[src/rtl/fhm_pkg.sv]
// Package for the FIFO handoff mutex: operation and status codes, field widths,
// and the command and status structs between controller and datapath.
// No dependencies.
package fhm_pkg;

  localparam int MAX_THREADS_DEF = 16;

  localparam int OP_W     = 2;
  localparam int TID_W    = 4;
  localparam int STATUS_W = 3;

  localparam logic [OP_W-1:0] OP_LOCK    = 2'd0;
  localparam logic [OP_W-1:0] OP_UNLOCK  = 2'd1;
  localparam logic [OP_W-1:0] OP_TRYLOCK = 2'd2;

  localparam logic [STATUS_W-1:0] ST_OK      = 3'd0;
  localparam logic [STATUS_W-1:0] ST_BLOCKED = 3'd1;
  localparam logic [STATUS_W-1:0] ST_BUSY    = 3'd2;
  localparam logic [STATUS_W-1:0] ST_INVALID = 3'd3;
  localparam logic [STATUS_W-1:0] ST_FULL    = 3'd4;

  typedef struct packed {
    logic load_in;
    logic rd_en;
    logic exec;
  } fhm_cmd_t;

  typedef struct packed {
    logic out_valid;
  } fhm_sts_t;

endpackage

[src/rtl/fhm_ctrl.sv]
// Controller state machine of the FIFO handoff mutex.
// Sequences accept, wait queue read and execute; depends on fhm_pkg.
module fhm_ctrl
  import fhm_pkg::*;
(
  input  logic     clk,
  input  logic     rst_n,
  input  logic     in_valid,
  output logic     in_stall,
  input  logic     out_stall,
  input  fhm_sts_t sts,
  output fhm_cmd_t cmd
);

  localparam logic [1:0] S_IDLE = 2'd0;
  localparam logic [1:0] S_READ = 2'd1;
  localparam logic [1:0] S_EXEC = 2'd2;

  logic [1:0] state_r;
  logic [1:0] state_nxt;
  logic       slot_free;

  assign in_stall  = (state_r != S_IDLE);
  // The result register can take a new transaction when empty or being drained.
  assign slot_free = !sts.out_valid || !out_stall;

  assign cmd.load_in = (state_r == S_IDLE) && in_valid;
  assign cmd.rd_en   = (state_r == S_READ);
  assign cmd.exec    = (state_r == S_EXEC) && slot_free;

  always_comb begin
    state_nxt = state_r;
    unique case (state_r)
      S_IDLE: begin
        if (in_valid) begin
          state_nxt = S_READ;
        end
      end
      S_READ: begin
        state_nxt = S_EXEC;
      end
      S_EXEC: begin
        if (slot_free) begin
          state_nxt = S_IDLE;
        end
      end
      default: begin
        state_nxt = S_IDLE;
      end
    endcase
  end

  always_ff @(posedge clk) begin
    if (!rst_n) begin
      state_r <= S_IDLE;
    end else begin
      state_r <= state_nxt;
    end
  end

`ifndef SYNTHESIS
  a_read_then_exec: assert property (@(posedge clk) disable iff (!rst_n)
    cmd.rd_en |=> (state_r == S_EXEC))
    else $error("read step not followed by execute step");

  a_accept_leads_read: assert property (@(posedge clk) disable iff (!rst_n)
    cmd.load_in |=> cmd.rd_en)
    else $error("accepted transaction did not start a queue read");

  a_exec_only_when_free: assert property (@(posedge clk) disable iff (!rst_n)
    cmd.exec |-> (!sts.out_valid || !out_stall))
    else $error("execute step would overwrite a pending result");
`endif

endmodule

[src/rtl/fhm_datapath.sv]
// Datapath of the FIFO handoff mutex: request register, owner state, wait queue
// memory with pointers and count, and the result register. Depends on fhm_pkg.
module fhm_datapath
  import fhm_pkg::*;
#(
  parameter int MAX_THREADS = MAX_THREADS_DEF
) (
  input  logic                clk,
  input  logic                rst_n,
  input  fhm_cmd_t            cmd,
  output fhm_sts_t            sts,
  input  logic [OP_W-1:0]     in_op,
  input  logic [TID_W-1:0]    in_thread_id,
  input  logic                out_stall,
  output logic                out_valid,
  output logic [STATUS_W-1:0] out_status,
  output logic                out_grant_valid,
  output logic [TID_W-1:0]    out_granted_thread
);

  localparam int PW = (MAX_THREADS > 1) ? $clog2(MAX_THREADS) : 1;
  localparam int CW = $clog2(MAX_THREADS + 1);
  localparam logic [PW-1:0] PTR_LAST  = PW'(MAX_THREADS - 1);
  localparam logic [CW-1:0] COUNT_MAX = CW'(MAX_THREADS);

  logic [TID_W-1:0]    mem [MAX_THREADS];
  logic [TID_W-1:0]    rd_data_r;

  logic [OP_W-1:0]     op_r;
  logic [TID_W-1:0]    tid_r;

  logic                owner_valid_r, owner_valid_nxt;
  logic [TID_W-1:0]    owner_id_r, owner_id_nxt;
  logic [PW-1:0]       head_ptr_r, head_ptr_nxt;
  logic [PW-1:0]       tail_ptr_r, tail_ptr_nxt;
  logic [CW-1:0]       wait_count_r, wait_count_nxt;

  logic                out_valid_r;
  logic [STATUS_W-1:0] status_r, status_nxt;
  logic                grant_valid_r, grant_valid_nxt;
  logic [TID_W-1:0]    granted_r, granted_nxt;
  logic                push;

  assign sts.out_valid      = out_valid_r;
  assign out_valid          = out_valid_r;
  assign out_status         = status_r;
  assign out_grant_valid    = grant_valid_r;
  assign out_granted_thread = granted_r;

  always_comb begin
    owner_valid_nxt = owner_valid_r;
    owner_id_nxt    = owner_id_r;
    head_ptr_nxt    = head_ptr_r;
    tail_ptr_nxt    = tail_ptr_r;
    wait_count_nxt  = wait_count_r;
    status_nxt      = ST_INVALID;
    grant_valid_nxt = 1'b0;
    granted_nxt     = '0;
    push            = 1'b0;
    unique case (op_r)
      OP_LOCK: begin
        if (!owner_valid_r) begin
          owner_valid_nxt = 1'b1;
          owner_id_nxt    = tid_r;
          status_nxt      = ST_OK;
        end else if (wait_count_r == COUNT_MAX) begin
          status_nxt = ST_FULL;
        end else begin
          push           = 1'b1;
          tail_ptr_nxt   = (tail_ptr_r == PTR_LAST) ? '0 : tail_ptr_r + PW'(1);
          wait_count_nxt = wait_count_r + CW'(1);
          status_nxt     = ST_BLOCKED;
        end
      end
      OP_UNLOCK: begin
        if (!owner_valid_r || owner_id_r != tid_r) begin
          status_nxt = ST_INVALID;
        end else if (wait_count_r == '0) begin
          owner_valid_nxt = 1'b0;
          owner_id_nxt    = '0;
          status_nxt      = ST_OK;
        end else begin
          // Hand ownership straight to the oldest waiter.
          head_ptr_nxt    = (head_ptr_r == PTR_LAST) ? '0 : head_ptr_r + PW'(1);
          wait_count_nxt  = wait_count_r - CW'(1);
          owner_id_nxt    = rd_data_r;
          status_nxt      = ST_OK;
          grant_valid_nxt = 1'b1;
          granted_nxt     = rd_data_r;
        end
      end
      OP_TRYLOCK: begin
        if (!owner_valid_r) begin
          owner_valid_nxt = 1'b1;
          owner_id_nxt    = tid_r;
          status_nxt      = ST_OK;
        end else begin
          status_nxt = ST_BUSY;
        end
      end
      default: begin
        status_nxt = ST_INVALID;
      end
    endcase
  end

  // Wait queue memory and payload registers.
  always_ff @(posedge clk) begin
    if (cmd.load_in) begin
      op_r  <= in_op;
      tid_r <= in_thread_id;
    end
    if (cmd.rd_en) begin
      rd_data_r <= mem[head_ptr_r];
    end
    if (cmd.exec && push) begin
      mem[tail_ptr_r] <= tid_r;
    end
    if (cmd.exec) begin
      status_r      <= status_nxt;
      grant_valid_r <= grant_valid_nxt;
      granted_r     <= granted_nxt;
    end
  end

  always_ff @(posedge clk) begin
    if (!rst_n) begin
      owner_valid_r <= 1'b0;
      owner_id_r    <= '0;
      head_ptr_r    <= '0;
      tail_ptr_r    <= '0;
      wait_count_r  <= '0;
      out_valid_r   <= 1'b0;
    end else begin
      if (cmd.exec) begin
        owner_valid_r <= owner_valid_nxt;
        owner_id_r    <= owner_id_nxt;
        head_ptr_r    <= head_ptr_nxt;
        tail_ptr_r    <= tail_ptr_nxt;
        wait_count_r  <= wait_count_nxt;
        out_valid_r   <= 1'b1;
      end else if (!out_stall) begin
        out_valid_r <= 1'b0;
      end
    end
  end

`ifndef SYNTHESIS
  a_count_bound: assert property (@(posedge clk) disable iff (!rst_n)
    wait_count_r <= COUNT_MAX)
    else $error("wait count exceeds queue depth");

  a_queue_needs_owner: assert property (@(posedge clk) disable iff (!rst_n)
    !owner_valid_r |-> (wait_count_r == '0))
    else $error("threads wait on a free mutex");

  a_free_owner_zero: assert property (@(posedge clk) disable iff (!rst_n)
    !owner_valid_r |-> (owner_id_r == '0))
    else $error("free mutex holds a nonzero owner id");

  a_grant_is_ok: assert property (@(posedge clk) disable iff (!rst_n)
    (out_valid_r && grant_valid_r) |-> (status_r == ST_OK))
    else $error("handoff reported with a status other than success");
`endif

endmodule

[src/rtl/fifo_handoff_mutex_unit.sv]
// A request transaction is captured into the request register, the wait queue memory
// is then read at the head pointer into a registered read, and the execute step loads
// its result into the output register, waiting while a prior result is still stalled.
// The block takes no new request until the previous one has left the execute step.
// Reset (rst_n, synchronous, active low) frees the mutex and empties the queue;
// the queue memory itself is not cleared.
module fifo_handoff_mutex_unit
  import fhm_pkg::*;
#(
  parameter int MAX_THREADS = MAX_THREADS_DEF
) (
  input  logic                clk,
  input  logic                rst_n,
  input  logic                in_valid,
  output logic                in_stall,
  input  logic [OP_W-1:0]     in_op,
  input  logic [TID_W-1:0]    in_thread_id,
  output logic                out_valid,
  input  logic                out_stall,
  output logic [STATUS_W-1:0] out_status,
  output logic                out_grant_valid,
  output logic [TID_W-1:0]    out_granted_thread
);

  // The controller walks each request transaction through three steps: capture,
  // wait queue read at the head pointer, and execute. The execute step waits until
  // the result register is free, so a pending result never gets overwritten, yet
  // the next request can be captured while the previous result is still stalled.
  fhm_cmd_t cmd;
  fhm_sts_t sts;

  fhm_ctrl u_ctrl (
    .clk       (clk),
    .rst_n     (rst_n),
    .in_valid  (in_valid),
    .in_stall  (in_stall),
    .out_stall (out_stall),
    .sts       (sts),
    .cmd       (cmd)
  );

  // The datapath holds owner state, the FIFO of waiting threads and the result
  // register. An unlock by the owner with waiters hands ownership to the head entry.
  fhm_datapath #(
    .MAX_THREADS (MAX_THREADS)
  ) u_datapath (
    .clk                (clk),
    .rst_n              (rst_n),
    .cmd                (cmd),
    .sts                (sts),
    .in_op              (in_op),
    .in_thread_id       (in_thread_id),
    .out_stall          (out_stall),
    .out_valid          (out_valid),
    .out_status         (out_status),
    .out_grant_valid    (out_grant_valid),
    .out_granted_thread (out_granted_thread)
  );

endmodule

[config.mk]
export PLATFORM = sky130hd
export DESIGN_NAME = fifo_handoff_mutex_unit
export DESIGN_NICKNAME = d
export VERILOG_FILES = /design/src/rtl/fhm_pkg.sv /design/src/rtl/fhm_ctrl.sv /design/src/rtl/fhm_datapath.sv /design/src/rtl/fifo_handoff_mutex_unit.sv
export SDC_FILE = /design/constraint.sdc
export NUM_CORES = 1
export LEC_CHECK = 0
export BUFFER_PORTS_ARGS = -buffer_cell sky130_fd_sc_hd__clkbuf_2
export CAP_MARGIN = 20
export CORE_AREA = 3 3 94 96
export DETAILED_ROUTE_END_ITERATION = 8
export DIE_AREA = 0 0 97 99
export GPL_TIMING_DRIVEN = 0
export PLACE_DENSITY = 0.82
export SETUP_SLACK_MARGIN = 0.3
export SYNTH_ARGS = -nofsm -noshare
export SYNTH_HDL_FRONTEND = slang
export SYNTH_HIERARCHICAL = 1
export SYNTH_SLANG_ARGS = --single-unit
[constraint.sdc]
create_clock -name clk -period 2.4 [get_ports clk]
set_input_delay 0.12 -clock clk [delete_from_list [all_inputs] [get_ports clk]]
set_output_delay 0.12 -clock clk [all_outputs]
set_load 0.02 [all_outputs]
; ---- After elaboration in Yosys (flattened, before gate mapping)
; Memories as Yosys holds them, arrays and structs flattened. A register that Yosys moved wholly into a read port is not among the register bits.
; Cells that the tools add are included.
[word_totals]
elab_cells = 90
inputBits = 10
out_inout_bits = 10
mem_count = 1
ramBits = 64
ff_bits = 35
[op_classes]
bitwise_logic = 4
add_sub_neg = 4
n_mux = 30
reduce_logical = 22
n_eq_ne = 17
[memory_table]
columns = name, words, width, read_ports, rd_ports_with_merged_regs, wr, line_no
row1 = u_datapath.mem, 16, 4, 1, 1, 1, fhm_datapath.sv:26  ; logic [TID_W-1:0] mem [MAX_THREADS];
[ops]
columns = operator, n
row1 = 4-bit two-way mux, 5
row2 = 5-bit two-way mux, 4
row3 = 4-bit AND reduction, 4
row4 = 1-bit two-way mux, 10
row5 = 2-bit != test (second input constant), 5
row6 = 5-bit one-hot mux with 2 select lines, 1
row7 = 3-bit one-hot mux with 3 select lines, 1
row8 = 4-bit by 1-bit adder with 4-bit output (second input constant), 2
row9 = 4-bit equality test (second input constant), 2
row10 = 2-bit two-way mux, 4
row11 = 2-bit by 1-bit != test with 1-bit output (second input constant), 4
row12 = 4-bit one-hot mux with 2 select lines, 1
row13 = 3-bit two-way mux, 2
row14 = 2-bit one-hot mux with 3 select lines, 1
row15 = 6-bit AND reduction, 1
row16 = 2-bit nonzero test, 3
row17 = 5-bit by 1-bit adder with 5-bit output (second input constant), 1
row18 = 5-bit equality test (second input constant), 1
row19 = 5-bit zero test, 1
row20 = 5-bit by 1-bit subtractor with 5-bit output (second input constant), 1
row21 = 2-bit by 1-bit equality test with 1-bit output (second input constant), 2
row22 = 2-bit equality test (second input constant), 2
row23 = 2-bit zero test, 2
row24 = 4-bit != test, 1
row25 = other kinds (7), 16

; ---- Depth between registers and ports, before layout
[logic_depth]
ltp_word = 7
mapped_depth = 9
ltp_nobuf = 8

; ---- Cells and area by module
; The synthesis kept the hierarchy.
[modules_own_cells]
columns = mod, area_each_um2, instances, seq_area_each_um2, cells_per_inst
row1 = fhm_datapath, 4330.4, 1, 2842.7, 286
row2 = fhm_ctrl, 110.1, 1, 40.0, 11

; ---- Least setup slack after synthesis
; No wires, ideal clock.
[synth_timing]
path_type = register to register
from = reg u_datapath.out_valid_r (netlist: u_datapath/out_valid)
to = mem u_datapath.mem[3][0] (enable)
synth_period_minus_slack_ps = 2635
slack_ps = -235
t_arrival_ps = 2274
path_buffers = 2
stages_incl_launch_ff = 8
required_time_ps = 2039
setup_ps = 361
path_cell_list = dfxtp_1 > buf_4 > a21oi_1 > nand4bb_1 > a21oi_1 > buf_2 > nand2_1 > nor3_1
[synth_rtl]
columns = element, line_no
row1 = from (decl), fhm_datapath.sv:38  ; logic out_valid_r;
row2 = from (signal assigned), fhm_datapath.sv:133  ; out_valid_r <= 1'b0;
row3 = from (signal assigned), fhm_datapath.sv:141  ; out_valid_r <= 1'b1;
row4 = from (signal assigned), fhm_datapath.sv:143  ; out_valid_r <= 1'b0;
row5 = to (decl), fhm_datapath.sv:26

; ---- Worst setup path in the final report
[layout_timing]
from = reg u_datapath.op_r[0]
to = reg u_datapath.wait_count_r[4]
[layout_via]
elab_chain_cells = 3
word_cells_on_any_way = 9
classes_between = 5 x eq/ne / 1 x mux / 3 x reduce/logical
[layout_lines]
columns = element, line_no
row1 = from (decl), fhm_datapath.sv:29  ; logic [OP_W-1:0] op_r;
row2 = from (signal assigned), fhm_datapath.sv:110  ; op_r <= in_op;
row3 = 2-bit by 1-bit equality test with 1-bit output / 2-bit zero test (equally long branches), fhm_datapath.sv:60  ; unique case (op_r)
row4 = 2-bit != test (no source line) (tied with other cells), -
row5 = 6-bit AND reduction (no source line), -
row6 = to (signal assigned), fhm_datapath.sv:140  ; wait_count_r <= wait_count_nxt;
row7 = to (decl), fhm_datapath.sv:36  ; logic [CW-1:0] wait_count_r, wait_count_nxt;
; Several ways; a longest one is shown, not always the timed one.
; A chain may end at the register's enable or synchronous reset.

==> tab_implementation.tex <==
\begin{tabular}{lr}
\hline
Metric & Value \\
\hline
\multicolumn{2}{l}{\textbf{Status}} \\
\quad Result of the run & completed \\
\multicolumn{2}{l}{\textbf{Worst setup path}} \\
\quad Crit start category & flip-flop \\
\quad Critical-path top delay cell & or4\_1 \\
\quad Arrival time worst endpoint & between 2 and 3 ns \\
\quad Number of cell instances on the worst register-to-register path & 9 \\
\quad Worst reg2reg setup slack & approximately 0.19 ns \\
\quad Critical path peak fanout & 5 \\
\quad Slowest stage delay, CP & approximately 0.50 ns \\
\quad Setup Crit Path Kind & reg -> reg \\
\quad Required time worst endpoint & 2.69 ns \\
\quad Critical path, cell by cell & nor2b\_1 -> buf\_4 -> xor2\_1 -> ha\_2 -> o31a\_1 -> o21ai\_1 -> nand2\_1 -> or4\_1 -> a21boi\_1 \\
\quad CP Capture Type & flip-flop \\
\quad Critical register-to-register path startpoint & u\_datapath/op\_r[0] \\
\quad Endpoint of the worst register-to-register path & u\_datapath/wait\_count\_r[4] \\
\multicolumn{2}{l}{\textbf{Power and ir drop}} \\
\quad Power density over cell area & 622.6 mW/mm\^{}2 \\
\quad LEAKAGE & approximately 1.7 nW \\
\quad Worst-case vdd ir drop & between 0.3 and 0.4 mV \\
\multicolumn{2}{l}{\textbf{Clocking}} \\
\quad Clock-pin transition on the worst setup and hold timing paths & around 0.10 ns \\
\quad Number of clock sinks & roughly 100 \\
\quad Clock tree from TritonCTS & yes \\
\quad Clock latency on the worst-skew pair & roughly 0.36 ns \\
\quad Clock tree root driver cell & clkbuf\_8 \\
\quad CTS H-Tree Depth & 3 \\
\quad Number of clock buffers inserted by TritonCTS & 9 \\
\quad Max Buffers Root-to-Sink & 2 \\
\multicolumn{2}{l}{\textbf{Worst hold path}} \\
\quad Launch point of the worst hold path & out\_stall \\
\quad End point of the most critical hold path & u\_datapath/out\_valid \\
\quad Class of the tightest hold or removal check & in -> reg \\
\quad Worst Hold Path Cells & 3 \\
\multicolumn{2}{l}{\textbf{GRT}} \\
\quad Antenna violations before repair & 0 \\
\quad Global-route wire length before repair & 14170 um \\
\quad Vias in the first global route & approximately 2700 \\
\quad All-Layer GR Usage & 19.08\% \\
\quad Largest net degree at the start of global routing & 19 \\
\quad GRT overflow & 0 \\
\multicolumn{2}{l}{\textbf{Placed design}} \\
\quad DP Wirelength & 5867 um \\
\quad Port-buffer cells & 19 \\
\quad Placed instance count & 421 \\
\quad GPL Wtd Cong & about 0.80 \\
\multicolumn{2}{l}{\textbf{Route}} \\
\quad Wirelength per Cell & approximately 19 um \\
\quad Via count & 2590 \\
\quad DR iter-0 viols & between 150 and 200 \\
\quad Antenna Nets Post-Route & 0 \\
\quad Number of search-and-repair iterations in the first detailed-routing pass & 4 \\
\quad Final Routed Wirelength & approximately 8600 um \\
\quad Per-cell via count in the routed design & 5.717 \\
\quad Final routed DRC violation total & 0 \\
\multicolumn{2}{l}{\textbf{Timing}} \\
\quad Relative slew slack & between 50\% and 60\% \\
\quad Count of pins over their slew limit & 0 \\
\quad Fraction of the cycle the final worst path needs & about 92\% \\
\quad Max Fclk & $\sim$450 MHz \\
\quad Slew at the pin closest to its max-slew limit & 0.7155 ns \\
\quad Setup violators final & 0 \\
\quad Final Critical Period & 2.212 ns \\
\quad Worst clock skew & 0.007116 ns \\
\quad Unrepaired setup endpoints after global routing & yes \\
\quad Number of hold violations in the final report & 0 \\
\quad Hold Worst Slack & between 0.1 and 0.15 ns \\
\multicolumn{2}{l}{\textbf{Floorplan}} \\
\quad Placeable core region & 0.008134 sq mm \\
\quad Die W & about 97 um \\
\quad Die area & 0.009603 sq mm \\
\quad Boundary Pins & 20 \\
\quad Initial standard-cell utilization of the core & approximately 55\% \\
\quad Die Y & 99 um \\
\quad Num rows & 33 \\
\multicolumn{2}{l}{\textbf{Logic synthesis}} \\
\quad Mean post-synth cell area & 14.95 sq um \\
\quad Primary FF master, synth & edfxtp\_1 \\
\quad Count of unique library cells instantiated by Yosys & 53 \\
\quad Post-synth EDFFs & between 80 and 90 \\
\quad Post-synth net total & between 300 and 400 \\
\quad Number of warnings issued by yosys & 6 \\
\quad Number of cells produced by synthesis & roughly 300 \\
\quad Area leader, netlist & edfxtp\_1 \\
\quad Top cells by area, synth & edfxtp\_1 55\%, mux4\_2 10\%, dfxtp\_1 9.5\% \\
\quad Async SR Flop Fraction & 0\% \\
\quad Flops \& latches, synth & about 100 \\
\quad Area of the mapped netlist & $\sim$0.0044 sq mm \\
\quad Area share of the largest cell type after synthesis & 55.45\% \\
\quad Sequential area share after synthesis & about two thirds \\
\multicolumn{2}{l}{\textbf{Final layout}} \\
\quad Count of non-filler cells in the finished layout & around 450 \\
\quad N\_diodes & 0 \\
\quad Synthesis-to-layout area growth & 15.69\% \\
\quad Final \#Nets & 360 \\
\quad Layout cells sized above 1 & a little under a third \\
\multicolumn{2}{l}{\textbf{Job}} \\
\quad Max-capacitance violation count & 0 \\
\hline
\end{tabular}
-- power by group --
group	switching (W)	internal [W]	total, W
combinational	0.0000831	0.0000540	0.000137
sequential	0.0000113	0.00194	0.00195
clock	0.000609	0.000501	0.00111
total	0.000703	0.00250	0.00320
-- logic make-up (layout without fill, tap and decap cells) --
kind of cell / after synthesis / count (layout) / share of synthesized area, %
adder cells (fa/ha/maj): 7 / 7 / 1.972
XOR/XNOR: 7 / 7 / 1.381
multiplexers: 30 / 30 / 12.40
AO/OA/AOI/OAI: 35 / 35 / 5.495
flip-flops: 103 / 103 / 64.92
buffers and inverters: 25 / 76 / 2.451
AND/OR/NAND/NOR: 90 / 90 / 11.38
-- timing repair --
action	CTS	global route
pin swaps	1	2
endpoints found under the setup margin	85	38
endpoints found under the hold margin	6	0
resized for setup	21	10
buffers inserted	9	1
hold buffers	6	0
-- layout by cell type, fill, tap and decap left out, types with 2 or more instances in the layout --
cell | Yosys | routed
dfxtp_1 | 21 | 21
nand2_1 | 25 | 21
buf_2 | 5 | 2
and2_1 | 6 | 6
clkbuf_4 | 0 | 2
a21oi_2 | 2 | 3
nor2_1 | 16 | 5
o21bai_1 | 2 | 2
nor2_2 | 0 | 8
clkbuf_8 | 0 | 9
nor2_4 | 0 | 3
nor3b_1 | 2 | 2
nor3_1 | 6 | 2
o31ai_1 | 2 | 2
nand2b_1 | 7 | 7
mux2i_1 | 10 | 10
inv_1 | 7 | 7
o22ai_1 | 4 | 4
clkbuf_1 | 7 | 6
nand2_2 | 0 | 4
dlygate4sd3_1 | 0 | 6
buf_1 | 3 | 2
mux4_2 | 20 | 20
nor2b_1 | 11 | 11
buf_4 | 2 | 15
nand3_1 | 3 | 3
inv_8 | 0 | 2
ha_1 | 7 | 6
edfxtp_1 | 82 | 82
xor2_1 | 6 | 6
a21oi_1 | 8 | 6
and4b_1 | 2 | 2
nor3_4 | 0 | 4
clkbuf_2 | 1 | 21
o21ai_0 | 4 | 3
clkinvlp_4 | 0 | 2
-- area by class of cell --
| type | count | area, sq um |
|---|---|---|
| flip-flops and latches | 103 | 2883 |
| inverters | 7 | 26.28 |
| clock buffers | 10 | 127.6 |
| well taps | 105 | 131.4 |
| plain buffers | 18 | 98.84 |
| multi-input cells | 169 | 1564 |
| fillers | 593 | 2997 |
| repair buffers | 35 | 230.2 |
| clock inverters | 6 | 76.32 |
-- worst max-delay path by stage --
stage          cells past startpoint                         end                from  slack (ns)
2_1_floorplan                      9  u_datapath/wait_count_r[4]  u_datapath/op_r[0]        0.29
3_3_place_gp                       7        u_datapath/mem[7][0]   u_ctrl/state_r[1]       -0.27
3_5_place_dp                       7        u_datapath/mem[4][0]   u_ctrl/state_r[1]       -0.28
4_1_cts                            9  u_datapath/wait_count_r[4]  u_datapath/op_r[0]        0.18
5_1_grt                            9  u_datapath/wait_count_r[4]  u_datapath/op_r[0]        0.09
6_report                           9  u_datapath/wait_count_r[4]  u_datapath/op_r[0]        0.19
-- registers in the layout (all words and copies together) (netlist names), 4 cells and up --
name                           count
u_datapath/owner_id_r              4
u_datapath/mem                    64
u_datapath/tid_r                   4
u_datapath/rd_data_r               4
u_datapath/wait_count_r            5
u_datapath/tail_ptr_r              4
u_datapath/head_ptr_r              4
u_datapath/out_granted_thread      4
-- synth_stat cells (2+ instances only) --
cell / instances
a21oi_2: 2
nor2b_1: 11
mux4_2: 20
inv_1: 7
and4b_1: 2
ha_1: 7
buf_1: 3
nor3b_1: 2
nand3_1: 3
buf_2: 5
clkbuf_1: 7
dfxtp_1: 21
a21oi_1: 8
o21bai_1: 2
nor3_1: 6
xor2_1: 6
and2_1: 6
buf_4: 2
o31ai_1: 2
nor2_1: 16
nand2b_1: 7
edfxtp_1: 82
o21ai_0: 4
o22ai_1: 4
nand2_1: 25
mux2i_1: 10
-- metal layers --
layer	part of all wire, %	global-route usage (%)	wire length (um)
met1	41	24.22	3558
met2	54	33.81	4608
met3	4.2	3.680	362
met4	0.83	5.076	71
met5	0	0	0
-- through the flow --
stage / setup TNS, ns / setup slack, ns / util [%] / area, sq um / total power, W
after floorplan: 0 / 0.2851 / - / 4477 / 0.002063
after global routing: 0 / 0.09090 / 63.16 / 5137 / 0.003298
after CTS: 0 / 0.1827 / 62.71 / 5101 / 0.003227
after global placement: -11.63 / -0.2689 / 57.82 / 4703 / 0.002101
final: 0 / 0.1877 / 63.16 / 5137 / 0.003199
after detailed placement: -13.13 / -0.2768 / 57.82 / 4703 / 0.002107
-- worst max-delay path, delay by kind of cell, from the launching register on --
kind                       cells  cell delay, ns
and+or+nand+nor                3            0.73
buffers and inverters          1            0.15
adders and majority gates      1            0.20
DFF                            1            0.43
AOI/OAI and AO/OA              3            0.49
xor gates and xnor gates       1            0.14
No activity file was read; power rests on OpenSTA's default activity.
